--- config.mk ---
export PLATFORM = sky130hd
export DESIGN_NAME = raw_sample_delta_zero_run_encoder_core_flat
export DESIGN_NICKNAME = d
export VERILOG_FILES = /design/src/hw/rtl/rsdz_pkg.sv /design/src/hw/rtl/rsdz_if.sv /design/src/hw/rtl/rsdz_front.sv /design/src/hw/rtl/rsdz_queue.sv /design/src/hw/rtl/rsdz_back.sv /design/src/hw/rtl/raw_sample_delta_zero_run_encoder_core.sv /design/src/flat_wrapper.sv
export SDC_FILE = /design/constraint.sdc
export NUM_CORES = 1
export LEC_CHECK = 0
export BUFFER_PORTS_ARGS = -buffer_cell sky130_fd_sc_hd__buf_2
export CAP_MARGIN = 25
export CORE_MARGIN = 2
export CORE_UTILIZATION = 57
export CTS_BUF_LIST = sky130_fd_sc_hd__clkbuf_4 sky130_fd_sc_hd__clkbuf_8
export CTS_CLUSTER_SIZE = 30
export DETAILED_ROUTE_END_ITERATION = 12
export GPL_TIMING_DRIVEN = 0
export PLACE_DENSITY = 0.85
export SYNTH_ARGS = -nofsm -noshare
export SYNTH_HDL_FRONTEND = slang
export SYNTH_SLANG_ARGS = --single-unit
--- constraint.sdc ---
create_clock -name clk -period 13.5 [get_ports clk]
set_clock_uncertainty 0.05 [all_clocks]
set_input_delay 0 -clock clk [delete_from_list [all_inputs] [get_ports clk]]
set_output_delay 0 -clock clk [all_outputs]
set_load 0.01 [all_outputs]
--- src/hw/rtl/rsdz_pkg.sv ---
`timescale 1ns / 1ps
// ----------------------------------------------------------------------------
// rsdz_pkg
// Shared types and constants of the raw sample delta / zero-run encoder.
// ----------------------------------------------------------------------------
package rsdz_pkg;

    // Register indexes of the configuration port
    localparam logic [1:0] REG_QUANT_SHIFT    = 2'd0;
    localparam logic [1:0] REG_ZERO_THRESHOLD = 2'd1;
    localparam logic [1:0] REG_BYTE_LIMIT     = 2'd2;

    // Reset values of the configuration registers
    localparam logic [2:0]  QUANT_SHIFT_RST    = 3'd0;
    localparam logic [6:0]  ZERO_THRESHOLD_RST = 7'd19;
    localparam logic [23:0] BYTE_LIMIT_RST     = 24'hFFFFFF;

    // Encoding constants
    localparam int          RUN_CHUNK_MAX = 65535;
    localparam int          HEADER_BYTES  = 16;
    localparam logic [7:0]  CODE_ROW      = 8'hFD;
    localparam logic [7:0]  CODE_ESC      = 8'hFF;
    localparam logic [7:0]  CODE_DELTA    = 8'hFE;
    localparam logic [7:0]  CODE_RUN      = 8'h00;
    localparam int          ITEM_BYTES    = 10;

    // Live configuration
    typedef struct packed {
        logic [2:0]  quant_shift;
        logic [6:0]  zero_threshold;
        logic [23:0] byte_limit;
    } rsdz_cfg_t;

    // One classified item: its payload bytes (slot 0 first) and abort flag
    typedef struct packed {
        logic [ITEM_BYTES-1:0][7:0] bytes;
        logic [3:0]                 nbytes;
        logic                       ovf;
    } rsdz_item_t;

endpackage

--- src/hw/rtl/rsdz_if.sv ---
`timescale 1ns / 1ps
// ----------------------------------------------------------------------------
// rsdz_if
// Valid/ready channels of the encoder: samples in, bytes out, register writes.
// ----------------------------------------------------------------------------
interface rsdz_sample_if;
    logic        valid;
    logic        ready;
    logic [15:0] sample;
    logic        first_in_frame;
    logic        first_in_row;
    logic [7:0]  row_number;
    logic        last_in_frame;

    modport source (output valid, sample, first_in_frame, first_in_row, row_number,
                    last_in_frame, input ready);
    modport sink   (input valid, sample, first_in_frame, first_in_row, row_number,
                    last_in_frame, output ready);
endinterface

interface rsdz_byte_if;
    logic       valid;
    logic       ready;
    logic [7:0] out_byte;
    logic       last_of_item;
    logic       overflow;

    modport source (output valid, out_byte, last_of_item, overflow, input ready);
    modport sink   (input valid, out_byte, last_of_item, overflow, output ready);
endinterface

interface rsdz_cfg_if;
    logic        valid;
    logic        ready;
    logic [1:0]  index;
    logic [23:0] data;

    modport source (output valid, index, data, input ready);
    modport sink   (input valid, index, data, output ready);
endinterface

--- src/hw/rtl/rsdz_front.sv ---
`timescale 1ns / 1ps
// ----------------------------------------------------------------------------
// rsdz_front
// Accepts samples, updates prediction, run and budget state, and builds the
// byte list of each transaction for the back end.
// ----------------------------------------------------------------------------
module rsdz_front (
    input  logic                clk,
    input  logic                rst_n,
    input  rsdz_pkg::rsdz_cfg_t cfg,
    input  logic                accept,
    input  logic [15:0]         sample,
    input  logic                first_in_frame,
    input  logic                first_in_row,
    input  logic [7:0]          row_number,
    input  logic                last_in_frame,
    output logic                push,
    output rsdz_pkg::rsdz_item_t item
);
    import rsdz_pkg::*;

    logic [15:0] prev_reg, prev_next;
    logic [15:0] run_reg, run_next;
    logic [23:0] count_reg, count_next;
    logic        abort_reg, abort_next;

    logic [23:0]        count_base;
    logic [15:0]        run_base;
    logic               abort_base;
    logic signed [24:0] avail;
    logic [15:0]        mask, cur, pred, diff;
    logic [16:0]        mag, run_inc;
    logic               is_zero, is_short;
    logic [15:0]        run_val;
    logic [3:0]         row_len, run_len, delta_len, delta_need, nbytes;
    logic               ovf;
    logic [15:0]        row_b;
    logic [31:0]        run_b, delta_b;
    logic [79:0]        pack;

    function automatic logic room(input logic signed [24:0] free, input logic [3:0] need);
        room = free >= $signed({21'd0, need});
    endfunction

    // Apply frame start and find free budget
    always_comb
    begin
        count_base = first_in_frame ? 24'(HEADER_BYTES) : count_reg;
        run_base   = first_in_frame ? 16'd0 : run_reg;
        abort_base = first_in_frame ? 1'b0 : abort_reg;
        avail      = $signed({1'b0, cfg.byte_limit}) - $signed({1'b0, count_base});
    end

    // Quantize, predict and classify the difference
    always_comb
    begin
        mask     = 16'hFFFF << cfg.quant_shift;
        cur      = sample & mask;
        pred     = first_in_row ? 16'd0 : prev_reg;
        diff     = cur - pred;
        mag      = diff[15] ? (17'h10000 - {1'b0, diff}) : {1'b0, diff};
        is_zero  = mag <= {10'd0, cfg.zero_threshold};
        is_short = mag <= 17'd127;
        run_inc  = {1'b0, run_base} + 17'd1;
        run_val  = is_zero ? run_inc[15:0] : run_base;
        delta_need = is_short ? 4'd1 : 4'd4;
    end

    // Walk the segments in order and stop at the first budget failure
    always_comb
    begin
        ovf       = 1'b0;
        row_len   = 4'd0;
        run_len   = 4'd0;
        delta_len = 4'd0;
        prev_next = prev_reg;
        run_next  = run_base;
        if (!abort_base)
        begin
            if (first_in_row && !room(avail, 4'd2))
            begin
                ovf = 1'b1;
            end
            else
            begin
                row_len   = first_in_row ? 4'd2 : 4'd0;
                prev_next = cur;
                if (is_zero)
                begin
                    run_next = run_inc[15:0];
                    if (run_inc >= 17'(RUN_CHUNK_MAX) || last_in_frame)
                    begin
                        if (room(avail, row_len + 4'd4))
                        begin
                            run_len  = (run_inc <= 17'd255) ? 4'd2 : 4'd4;
                            run_next = 16'd0;
                        end
                        else
                        begin
                            ovf = 1'b1;
                        end
                    end
                end
                else
                begin
                    if (run_base != 16'd0)
                    begin
                        if (room(avail, row_len + 4'd4))
                        begin
                            run_len  = (run_base <= 16'd255) ? 4'd2 : 4'd4;
                            run_next = 16'd0;
                        end
                        else
                        begin
                            ovf = 1'b1;
                        end
                    end
                    if (!ovf)
                    begin
                        if (room(avail, row_len + run_len + delta_need))
                            delta_len = delta_need;
                        else
                            ovf = 1'b1;
                    end
                end
            end
        end
        nbytes     = row_len + run_len + delta_len;
        abort_next = abort_base | ovf;
        count_next = count_base + {20'd0, nbytes};
    end

    // Assemble the byte list: row marker, run chunk, delta
    always_comb
    begin
        row_b = (row_len != 4'd0) ? {row_number, CODE_ROW} : 16'd0;
        unique case (run_len)
            4'd2:    run_b = {16'd0, run_val[7:0], CODE_RUN};
            4'd4:    run_b = {run_val[15:8], run_val[7:0], CODE_RUN, CODE_ESC};
            default: run_b = 32'd0;
        endcase
        unique case (delta_len)
            4'd1:    delta_b = {24'd0, diff[7:0]};
            4'd4:    delta_b = {diff[15:8], diff[7:0], CODE_DELTA, CODE_ESC};
            default: delta_b = 32'd0;
        endcase
        pack = {48'd0, delta_b};
        pack = (pack << {run_len, 3'b000}) | {48'd0, run_b};
        pack = (pack << {row_len, 3'b000}) | {64'd0, row_b};
    end

    assign item.bytes  = pack;
    assign item.nbytes = nbytes;
    assign item.ovf    = ovf;
    assign push        = accept && ((nbytes != 4'd0) || ovf);

    // Advance encoder state on each accepted transaction
    always_ff @(posedge clk or negedge rst_n)
    begin
        if (!rst_n)
        begin
            prev_reg  <= 16'd0;
            run_reg   <= 16'd0;
            count_reg <= 24'(HEADER_BYTES);
            abort_reg <= 1'b0;
        end
        else if (accept)
        begin
            prev_reg  <= prev_next;
            run_reg   <= run_next;
            count_reg <= count_next;
            abort_reg <= abort_next;
        end
    end

endmodule

--- src/hw/rtl/rsdz_queue.sv ---
`timescale 1ns / 1ps
// ----------------------------------------------------------------------------
// rsdz_queue
// Short first-in first-out buffer of classified items between front and back.
// ----------------------------------------------------------------------------
module rsdz_queue #(
    parameter int DEPTH = 2
) (
    input  logic                 clk,
    input  logic                 rst_n,
    input  logic                 push,
    input  rsdz_pkg::rsdz_item_t push_item,
    output logic                 full,
    input  logic                 pop,
    output logic                 head_valid,
    output rsdz_pkg::rsdz_item_t head_item
);
    import rsdz_pkg::*;

    localparam int PW = (DEPTH > 1) ? $clog2(DEPTH) : 1;
    localparam int CW = $clog2(DEPTH + 1);

    rsdz_item_t    slot_reg [DEPTH];
    logic [PW-1:0] wr_ptr_reg, wr_ptr_next;
    logic [PW-1:0] rd_ptr_reg, rd_ptr_next;
    logic [CW-1:0] count_reg, count_next;
    logic          do_push, do_pop;

    assign full       = count_reg == CW'(DEPTH);
    assign head_valid = count_reg != '0;
    assign head_item  = slot_reg[rd_ptr_reg];
    assign do_push    = push && !full;
    assign do_pop     = pop && head_valid;

    // Advance pointers with wrap at the depth
    always_comb
    begin
        wr_ptr_next = wr_ptr_reg;
        rd_ptr_next = rd_ptr_reg;
        count_next  = count_reg;
        if (do_push)
            wr_ptr_next = (wr_ptr_reg == PW'(DEPTH - 1)) ? '0 : wr_ptr_reg + 1'b1;
        if (do_pop)
            rd_ptr_next = (rd_ptr_reg == PW'(DEPTH - 1)) ? '0 : rd_ptr_reg + 1'b1;
        if (do_push && !do_pop)
            count_next = count_reg + 1'b1;
        else if (do_pop && !do_push)
            count_next = count_reg - 1'b1;
    end

    always_ff @(posedge clk or negedge rst_n)
    begin
        if (!rst_n)
        begin
            wr_ptr_reg <= '0;
            rd_ptr_reg <= '0;
            count_reg  <= '0;
        end
        else
        begin
            wr_ptr_reg <= wr_ptr_next;
            rd_ptr_reg <= rd_ptr_next;
            count_reg  <= count_next;
        end
    end

    // Store the entry
    always_ff @(posedge clk)
    begin
        if (do_push)
            slot_reg[wr_ptr_reg] <= push_item;
    end

endmodule

--- src/hw/rtl/rsdz_back.sv ---
`timescale 1ns / 1ps
// ----------------------------------------------------------------------------
// rsdz_back
// Serializes the head item into single-byte results through an output
// register, one result per cycle while byte_ch is ready.
// ----------------------------------------------------------------------------
module rsdz_back (
    input  logic                 clk,
    input  logic                 rst_n,
    input  logic                 head_valid,
    input  rsdz_pkg::rsdz_item_t head_item,
    output logic                 pop,
    rsdz_byte_if.source          byte_ch
);
    import rsdz_pkg::*;

    logic [3:0] idx_reg, idx_next;
    logic       valid_reg, valid_next;
    logic [7:0] byte_reg;
    logic       last_reg, ovf_reg;
    logic       load, in_bytes, is_last;
    logic [3:0] total;
    logic [7:0] cur_byte;

    assign load     = head_valid && (!valid_reg || byte_ch.ready);
    assign in_bytes = idx_reg < head_item.nbytes;
    assign total    = head_item.nbytes + {3'd0, head_item.ovf};
    assign is_last  = idx_reg == (total - 4'd1);
    assign cur_byte = in_bytes ? head_item.bytes[idx_reg] : 8'd0;
    assign pop      = load && is_last;

    // Step through the item's results
    always_comb
    begin
        idx_next   = idx_reg;
        valid_next = valid_reg && !byte_ch.ready;
        if (load)
        begin
            valid_next = 1'b1;
            idx_next   = is_last ? 4'd0 : idx_reg + 4'd1;
        end
    end

    always_ff @(posedge clk or negedge rst_n)
    begin
        if (!rst_n)
        begin
            idx_reg   <= 4'd0;
            valid_reg <= 1'b0;
        end
        else
        begin
            idx_reg   <= idx_next;
            valid_reg <= valid_next;
        end
    end

    // Hold the result until the receiver takes it
    always_ff @(posedge clk)
    begin
        if (load)
        begin
            byte_reg <= cur_byte;
            last_reg <= is_last;
            ovf_reg  <= !in_bytes;
        end
    end

    assign byte_ch.valid        = valid_reg;
    assign byte_ch.out_byte     = byte_reg;
    assign byte_ch.last_of_item = last_reg;
    assign byte_ch.overflow     = ovf_reg;

endmodule

--- src/hw/rtl/raw_sample_delta_zero_run_encoder_core.sv ---
`timescale 1ns / 1ps
// ----------------------------------------------------------------------------
// raw_sample_delta_zero_run_encoder_core
// Delta and zero-run encoder of 16-bit raw sensor samples into a byte stream.
// ----------------------------------------------------------------------------
// Usage:
//   sample_ch takes one sample per transaction with its frame and row flags.
//   byte_ch returns the encoded bytes, one per transaction; last_of_item marks
//   the final byte caused by a sample, and overflow marks the single result
//   sent when the frame's byte budget runs out (the frame then stays silent
//   until the next first_in_frame). Samples that only extend a zero run give
//   no result at all.
//   cfg writes quant_shift (0), zero_threshold (1) and byte_limit (2); write
//   only while the encoder is idle. Other indexes are ignored.
// Timing:
//   The front end classifies a sample in the cycle it is accepted and can take
//   one sample every cycle while the item queue has room. The first byte
//   passes through the item queue and then the output register. The output
//   register sends one byte per cycle while byte_ch is ready; a sample gives at most 10 results.
// Reset and stall:
//   Reset restores the register defaults, clears prediction and run state and
//   sets the byte count to the header size. While byte_ch is stalled the
//   output holds, the queue fills, and sample_ch.ready drops once it is full.
// ----------------------------------------------------------------------------
module raw_sample_delta_zero_run_encoder_core #(
    parameter int QUEUE_DEPTH = 2
) (
    input  logic         clk,
    input  logic         rst_n,
    rsdz_sample_if.sink  sample_ch,
    rsdz_byte_if.source  byte_ch,
    rsdz_cfg_if.sink     cfg
);
    import rsdz_pkg::*;

    rsdz_cfg_t  cfg_reg;
    logic       accept, push, full, pop, head_valid;
    rsdz_item_t push_item, head_item;

    // Configuration registers
    assign cfg.ready = 1'b1;

    always_ff @(posedge clk or negedge rst_n)
    begin
        if (!rst_n)
        begin
            cfg_reg.quant_shift    <= QUANT_SHIFT_RST;
            cfg_reg.zero_threshold <= ZERO_THRESHOLD_RST;
            cfg_reg.byte_limit     <= BYTE_LIMIT_RST;
        end
        else if (cfg.valid)
        begin
            unique case (cfg.index)
                REG_QUANT_SHIFT:    cfg_reg.quant_shift    <= cfg.data[2:0];
                REG_ZERO_THRESHOLD: cfg_reg.zero_threshold <= cfg.data[6:0];
                REG_BYTE_LIMIT:     cfg_reg.byte_limit     <= cfg.data;
                default:            ;
            endcase
        end
    end

    // Accept a sample whenever the queue has a free entry
    assign sample_ch.ready = !full;
    assign accept          = sample_ch.valid && !full;

    rsdz_front u_front (
        .clk            (clk),
        .rst_n          (rst_n),
        .cfg            (cfg_reg),
        .accept         (accept),
        .sample         (sample_ch.sample),
        .first_in_frame (sample_ch.first_in_frame),
        .first_in_row   (sample_ch.first_in_row),
        .row_number     (sample_ch.row_number),
        .last_in_frame  (sample_ch.last_in_frame),
        .push           (push),
        .item           (push_item)
    );

    rsdz_queue #(
        .DEPTH (QUEUE_DEPTH)
    ) u_queue (
        .clk        (clk),
        .rst_n      (rst_n),
        .push       (push),
        .push_item  (push_item),
        .full       (full),
        .pop        (pop),
        .head_valid (head_valid),
        .head_item  (head_item)
    );

    rsdz_back u_back (
        .clk        (clk),
        .rst_n      (rst_n),
        .head_valid (head_valid),
        .head_item  (head_item),
        .pop        (pop),
        .byte_ch    (byte_ch)
    );

endmodule

--- src/flat_wrapper.sv ---
// flat-port wrapper written by rule: the top's interface ports become plain ports
module raw_sample_delta_zero_run_encoder_core_flat import rsdz_pkg::*;
#(
    parameter int QUEUE_DEPTH = 2
)
  (clk, rst_n, sample_ch_valid, sample_ch_sample, sample_ch_first_in_frame, sample_ch_first_in_row, sample_ch_row_number, sample_ch_last_in_frame, sample_ch_ready, byte_ch_valid, byte_ch_out_byte, byte_ch_last_of_item, byte_ch_overflow, byte_ch_ready, cfg_valid, cfg_index, cfg_data, cfg_ready);
  rsdz_sample_if sample_ch_i ();
  rsdz_byte_if byte_ch_i ();
  rsdz_cfg_if cfg_i ();
  input  logic clk;
  input  logic rst_n;
  input wire logic [$bits(sample_ch_i.valid)-1:0] sample_ch_valid;
  input wire logic [$bits(sample_ch_i.sample)-1:0] sample_ch_sample;
  input wire logic [$bits(sample_ch_i.first_in_frame)-1:0] sample_ch_first_in_frame;
  input wire logic [$bits(sample_ch_i.first_in_row)-1:0] sample_ch_first_in_row;
  input wire logic [$bits(sample_ch_i.row_number)-1:0] sample_ch_row_number;
  input wire logic [$bits(sample_ch_i.last_in_frame)-1:0] sample_ch_last_in_frame;
  output wire logic [$bits(sample_ch_i.ready)-1:0] sample_ch_ready;
  output wire logic [$bits(byte_ch_i.valid)-1:0] byte_ch_valid;
  output wire logic [$bits(byte_ch_i.out_byte)-1:0] byte_ch_out_byte;
  output wire logic [$bits(byte_ch_i.last_of_item)-1:0] byte_ch_last_of_item;
  output wire logic [$bits(byte_ch_i.overflow)-1:0] byte_ch_overflow;
  input wire logic [$bits(byte_ch_i.ready)-1:0] byte_ch_ready;
  input wire logic [$bits(cfg_i.valid)-1:0] cfg_valid;
  input wire logic [$bits(cfg_i.index)-1:0] cfg_index;
  input wire logic [$bits(cfg_i.data)-1:0] cfg_data;
  output wire logic [$bits(cfg_i.ready)-1:0] cfg_ready;
  assign sample_ch_i.valid = sample_ch_valid;
  assign sample_ch_i.sample = sample_ch_sample;
  assign sample_ch_i.first_in_frame = sample_ch_first_in_frame;
  assign sample_ch_i.first_in_row = sample_ch_first_in_row;
  assign sample_ch_i.row_number = sample_ch_row_number;
  assign sample_ch_i.last_in_frame = sample_ch_last_in_frame;
  assign sample_ch_ready = sample_ch_i.ready;
  assign byte_ch_valid = byte_ch_i.valid;
  assign byte_ch_out_byte = byte_ch_i.out_byte;
  assign byte_ch_last_of_item = byte_ch_i.last_of_item;
  assign byte_ch_overflow = byte_ch_i.overflow;
  assign byte_ch_i.ready = byte_ch_ready;
  assign cfg_i.valid = cfg_valid;
  assign cfg_i.index = cfg_index;
  assign cfg_i.data = cfg_data;
  assign cfg_ready = cfg_i.ready;
  raw_sample_delta_zero_run_encoder_core #(.QUEUE_DEPTH(QUEUE_DEPTH)) u_core (.clk(clk), .rst_n(rst_n), .sample_ch(sample_ch_i), .byte_ch(byte_ch_i), .cfg(cfg_i));
endmodule
==> results of run 1 <==
[layout make-up]
| cell class | instances | share of cell area, % |
|---|---|---|
| Buffer | 96 | 1.99 |
| Clock buffer | 61 | 3.76 |
| Clock inverter | 26 | 1.17 |
| Inverter | 61 | 1.12 |
| Multi-Input combinational cell | 1242 | 45.4 |
| Sequential cell | 280 | 38.8 |
| Tap cell | 396 | 2.42 |
| Timing Repair Buffer | 137 | 5.34 |
[worst paths after layout]
kind | end | slack, ns | cells after the start
max in group asynchronous | u_core.cfg_reg[28] | 12.52 | 4
max | u_core.u_front.count_reg[23] | 2.36 | 46
max reg2reg | u_core.u_front.count_reg[23] | 2.89 | 39
min reg2reg | u_core.u_front.count_reg[1] | 0.44 | 2
min in group asynchronous | u_core.u_front.count_reg[4] | 0.52 | 3
min | u_core.cfg_reg[13] | 0.11 | 3
[logic make-up (layout without fill, tap and decap cells)]
group	after synthesis	after routing	share of synthesized area, %
AO/OA/AOI/OAI	424	424	17.1
XOR/XNOR	84	84	4.12
adder cells (fa/ha/maj)	77	77	5.61
buffers and inverters	157	381	3.56
flip-flops	280	280	44.5
multiplexers	111	111	9.95
other	1	1	0.0210
AND/OR/NAND/NOR	545	545	15.2
[timing repair]
action,in CTS,in global routing
setup endpoints to repair,0,0
endpoints found under the hold margin,153,0
hold buffers,63,0
gates resized for setup,0,0
[synthesized netlist by cell type, types with 7 or more instances]
cell	n	area share, %
edfxtp_1	180	30
nand2_1	171	3.6
nor2_1	108	2.3
a21oi_1	105	2.9
dfrtp_1	72	10
ha_1	72	5.0
o21ai_0	66	1.9
clkbuf_1	61	1.3
inv_1	57	1.2
mux2_2	52	3.3
xnor2_1	50	2.5
mux4_2	48	6.1
nand3_1	47	1.3
nor3_1	37	1.0
xor2_1	34	1.7
nand2b_1	31	1.1
dfstp_2	28	4.1
nand4_1	26	0.91
nor2b_1	26	0.91
a211oi_1	20	0.84
and3_1	19	0.67
o311ai_0	17	0.83
buf_2	16	0.45
o31ai_1	16	0.67
a21o_1	14	0.59
a31oi_1	14	0.49
a32oi_1	14	0.69
buf_1	14	0.29
o21a_1	14	0.59
or3_1	14	0.49
and2_1	13	0.46
a22oi_1	12	0.50
o221ai_1	12	0.59
o31a_1	12	0.59
mux2i_1	11	0.62
nor4_1	11	0.39
o211ai_1	9	0.38
o22ai_1	8	0.28
o41ai_1	8	0.39
or4_1	7	0.29
[critical path: cells and delay by family]
kind | cells | cell delay [ns]
simple gates | 18 | 4.28
buf+inv | 11 | 3.23
compound gates | 10 | 2.00
fa+ha+maj | 6 | 1.92
xor+xnor | 1 | 0.15
[cell usage in the layout (no fill, tap or decap), drive strengths merged, types with 12 or more instances in the layout]
master / n
a22oi: 12
dfstp: 28
ha: 72
a21oi: 107
nor3: 37
nor2b: 26
nand2: 171
edfxtp: 180
mux2: 52
o31ai: 17
or3: 15
clkinv: 18
xnor2: 50
and3: 19
nor2: 108
and2: 13
o311ai: 18
a31oi: 14
nand3: 47
a211oi: 24
o31a: 12
dlygate4sd3: 62
nand4: 26
buf: 110
nor4: 13
nand2b: 31
inv: 61
a21o: 14
xor2: 34
o21a: 14
mux4: 48
o21ai: 73
o221ai: 12
clkbuf: 122
a32oi: 14
dfrtp: 72
[power breakdown]
part | internal, W | total [W] | switching, W | leakage (nW)
Combinational | 0.000836 | 0.00233 | 0.00149 | 4.17
Clock | 0.000439 | 0.000812 | 0.000372 | 0.510
Sequential | 0.00128 | 0.00139 | 0.000108 | 2.93
[metrics by stage]
| stage | area, µm² | cells |
|---|---|---|
| after global placement | 18700 | 2144 |
| after global routing | 20500 | 2299 |
| after detailed placement | 18800 | 2147 |
| after CTS | 20400 | 2297 |
| after floorplan | 17900 | 1679 |
| final | 20500 | 2299 |
[metal layers]
metal / track usage, % / vias up
li1: - / 6773
met1: 43.5 / 7457
met2: 53.5 / 851
met3: 6.39 / 157
met4: 12.4 / 0
met5: 0 / -
==> flow_summary.ini, run 1 <==
[synthesis]
netlist_instances = 1679
synth_area_mm2 = 0.0179
synth_flop_cell = edfxtp_1
seq_area_frac_synth_pct = 44.5
syn_avg_cell_area_um2 = 10.6
synth.distinct_cells = 92
synth_seq_cells = 280
async_reset_ff_share_pct = 35.7
yosys_warnings = 0
synth-edff-count = 180
syn_nets = 1814

[detailed_routing]
top_layer_used = met4
vias = 15200
wl_met1_um = 21300
drt-wirelength-per-cell_um = 23.3
avgViaCountPerCell = 6.63
routed_wl_um = 53600
dr_wl_met3_um = 5110
drc = 0
drtIter0Drc = 1778
ant_nets = 0
wl_met2_um = 25000
firstDrtPassIters = 5

[flow_run]
max_cap_violations = 0

[clocking]
cts.sinks = 280
clk_latency_ns = 0.62
clk_pin_slew_ns = 0.06
post-cts-setup-buffers = 0
clock_path_buffers = 3
cts-buffers-inserted = 47
cts_htree_levels = 2
cts_tree = done
cts_root_buf = clkbuf_8

[global_routing]
antenna_found_initial = 0
grt_start_max_net_pins = 62
grt_pass1_vias = 15000
groute.usage.overall_pct = 32.7
grt_pass1_wl_um = 84000
grt-ovfl-total = 0

[setup_path]
cpPeakStageDelay_ns = 0.55
worstPathMaxFanout = 10
critPathKind = in2reg
crit_arrival_ns = 11.62
slowest_stage = or4_1
endpoint_kind = flop
worst_ep_required_time_ns = 13.98
reg2reg_from = u_core.cfg_reg[32]
cp-start-kind = primary input
worstSetupStartpoint = sample_ch_first_in_frame

[sta]
hold_violations = 0
finalWorstSetupSlack_ns = 2.36
finalSetupViolCount = 0
final.setup.tns_ns = 0
worst_pin_slew_ns = 1.19
max-slew-margin-rel_pct = 20.0
hold_ws_ns = 0.114
max_freq_mhz = 89.8
final_max_slew_viol_count = 0
min_period_ns = 11.14
rsz0062_at_grt = false
min_period_over_period_pct = 82.5

[die]
die_x_um = 181
io_pins = 71
start_util_pct = 58.1
num_rows = 64
die-area_mm2 = 0.0327
die_h_um = 181
core_area_mm2 = 0.0307

[finish]
largest_reg_flops = 170
fillerInstances = 2285
drive_gt1_share_pct = 17.8
nets = 2000
post-route-util_pct = 66.6
seq_area_mm2 = 0.00794
multi_input_area_mm2 = 0.00930
area_growth_pct = 14.7
diodes = 0

[placement]
pre_cts_slack_ns = 2.67
numPortBuffers = 69
dp_hpwl_um = 38500
gp_congestion = 0.984

[power_and_ir_drop]
p_leak_nw = 7.61
vdd_ir_drop_max_mv = 0.128
total_power_w = 0.00452
power_density_mw_per_mm2 = 221

[run_status]
status = complete, no violations

[hold_path]
hp-class = in2reg
hp-start = cfg_data[13]
No activity file was read; power rests on OpenSTA's default activity.
==> run 2: changes to the inputs <==
--- a/config.mk
+++ b/config.mk
@@ -13,7 +13,7 @@
 export CTS_CLUSTER_SIZE = 30
 export DETAILED_ROUTE_END_ITERATION = 12
 export GPL_TIMING_DRIVEN = 0
-export PLACE_DENSITY = 0.85
+export PLACE_DENSITY = 0.88
 export SYNTH_ARGS = -nofsm -noshare
 export SYNTH_HDL_FRONTEND = slang
 export SYNTH_SLANG_ARGS = --single-unit
==> constraint.sdc (replaced) <==
create_clock -name clk -period 8.9 [get_ports clk]
set_clock_uncertainty 0.05 [all_clocks]
set_input_delay 0 -clock clk [delete_from_list [all_inputs] [get_ports clk]]
set_output_delay 0 -clock clk [all_outputs]
set_load 0.01 [all_outputs]
==> flow_summary.ini, run 2 (synthesis gave the netlist of run 1 again) <==
[run_status]
status = complete, no violations

[finish]
fillerInstances = 2173
fin_cells = 2320
diodes = 0
drive_gt1_share_pct = 22.6
mostFrequentLayoutCells = edfxtp_1 (180), nand2_1 (170), nor2_1 (105), a21oi_1 (95), buf_2 (82)
final_common_cell = edfxtp_1
area_growth_pct = 18.1
seq_area_mm2 = 0.00795
nets = 2020
post-route-util_pct = 68.6
largest_reg_flops = 170
multi_input_area_mm2 = 0.00962

[clocking]
cts.sinks = 280
cts-buffers-inserted = 47
cts_root_buf = clkbuf_8
cts_tree = done
clk_pin_slew_ns = 0.07
clk_latency_ns = 0.61
cts_htree_levels = 2
clock_path_buffers = 3

[sta]
min_period_ns = 8.77
final.setup.tns_ns = 0
final_max_slew_viol_count = 0
finalSetupViolCount = 0
hold_violations = 0
max-slew-margin-rel_pct = 32.8
min_period_over_period_pct = 98.5
max_freq_mhz = 114
worst_pin_slew_ns = 0.994
rsz0062_at_grt = true

[die]
die_h_um = 181
io_pins = 71
die-area_mm2 = 0.0327
start_util_pct = 58.1
num_rows = 64
die_x_um = 181
core_area_mm2 = 0.0307

[placement]
place_inst = 2147
gp_congestion = 0.979
dp_hpwl_um = 39300
numPortBuffers = 69

[detailed_routing]
drtIter0Drc = 2002
firstDrtPassIters = 5
ant_nets = 0
vias = 15500
routed_wl_um = 55800
avgViaCountPerCell = 6.68
drt-wirelength-per-cell_um = 24.0
drc = 0

[setup_path]
cpPeakStageDelay_ns = 0.52
reg2reg_slack_ns = 0.13
reg2reg_depth = 39
endpoint_kind = flop
worstPathMaxFanout = 10
r2r-end = u_core.u_front.count_reg[23]
reg2reg_from = u_core.cfg_reg[32]
crit_cells = 39
critPathKind = reg2reg
cpLargestDelayFamily = simple AND/OR/NAND/NOR gates
crit_arrival_ns = 9.23
cp_num_buf_inv = 6
worst_ep_required_time_ns = 9.37
slowest_stage = fa_1
cp-start-kind = flop

[global_routing]
grt_start_max_net_pins = 57
grt-ovfl-total = 0
groute.usage.overall_pct = 33.6
antenna_found_initial = 0
grt_pass1_wl_um = 85900
grt_pass1_vias = 15200

[hold_path]
min_to = u_core.u_front.count_reg[7]
hp-start = sample_ch_first_in_frame
whs_path_depth = 4
hp-class = in2reg

[power_and_ir_drop]
vdd_ir_drop_max_mv = 0.212
power_density_mw_per_mm2 = 342
p_leak_nw = 7.85

[flow_run]
max_cap_violations = 0
run 2: cell types whose count changed in the layout (fill, tap and decap cells not counted), sizes merged:
| cell | before | now |
|---|---|---|
| buf | 110 | 134 |
| clkbuf | 122 | 127 |
| clkinv | 18 | 13 |
| clkinvlp | 5 | 2 |
| bufinv | 3 | 4 |
| dlygate4sd3 | 62 | 61 |
run 2: worst reg2reg max path, delay by kind of cell (launching register included):
family,cells,cell delay (ns)
AOI/OAI and AO/OA,8,1.43
xor gates and xnor gates,2,0.52
adders and majority gates,6,2.28
buffers and inverters,6,0.61
DFF,1,0.47
and+or+nand+nor,17,3.32
run 2: report_power, final:
group	internal [W]	total (W)	switching, W
logic	0.00140	0.00378	0.00238
clock network	0.000755	0.00132	0.000566
registers	0.00194	0.00212	0.000181
total	0.00409	0.00722	0.00313
run 2: layout make-up:
type | count | area share (%)
Multi-Input combinational cell | 1242 | 45.6
Sequential cell | 280 | 37.7
Timing Repair Buffer | 159 | 5.96
Clock buffer | 69 | 4.12
Tap cell | 396 | 2.35
Buffer | 94 | 2.08
Inverter | 61 | 1.09
Clock inverter | 19 | 1.09
run 2: metal layers:
layer	track usage [%]	share of wire (%)	routed length, µm	vias to the layer above
met4	12.9	4.2	2320	0
met1	44.8	39	21500	7544
met3	5.85	9.5	5300	186
li1	-	-	-	6800
met2	55.4	48	26700	977
met5	0	0	0	-
run 2: timing repair:
| item | CTS | global route |
|---|---|---|
| buffers inserted | 9 | 13 |
| pin swaps | 10 | 12 |
| hold buffers | 62 | 0 |
| endpoints found under the hold margin | 152 | 0 |
| setup endpoints to repair | 321 | 73 |
| gates resized for setup | 40 | 58 |
run 2: worst max-delay path by stage:
stage                                                 to                      from  slack [ns]
final                       u_core.u_front.count_reg[23]        u_core.cfg_reg[32]        0.13
after global routing        u_core.u_front.count_reg[22]        u_core.cfg_reg[32]       -0.23
after CTS                   u_core.u_front.count_reg[22]        u_core.cfg_reg[32]        0.01
after detailed placement    u_core.u_front.count_reg[23]  sample_ch_first_in_frame       -1.98
after floorplan             u_core.u_front.count_reg[23]  sample_ch_first_in_frame        0.26
after global placement    u_core.u_queue.slot_reg[0][28]  sample_ch_first_in_frame       -1.96
run 2: stage by stage:
step / hold WS (ns) / cell area, µm² / worst slack, ns / total power [W]
global placement: 0.181 / 18700 / -1.96 / 0.00531
finish: 0.0507 / 21100 / 0.133 / 0.00722
global route: 0.0763 / 21100 / -0.230 / 0.00755
detailed placement: 0.0239 / 18800 / -1.98 / 0.00550
CTS: 0.0122 / 20700 / 0.0113 / 0.00697
floorplan: -0.346 / 17900 / 0.264 / 0.00443
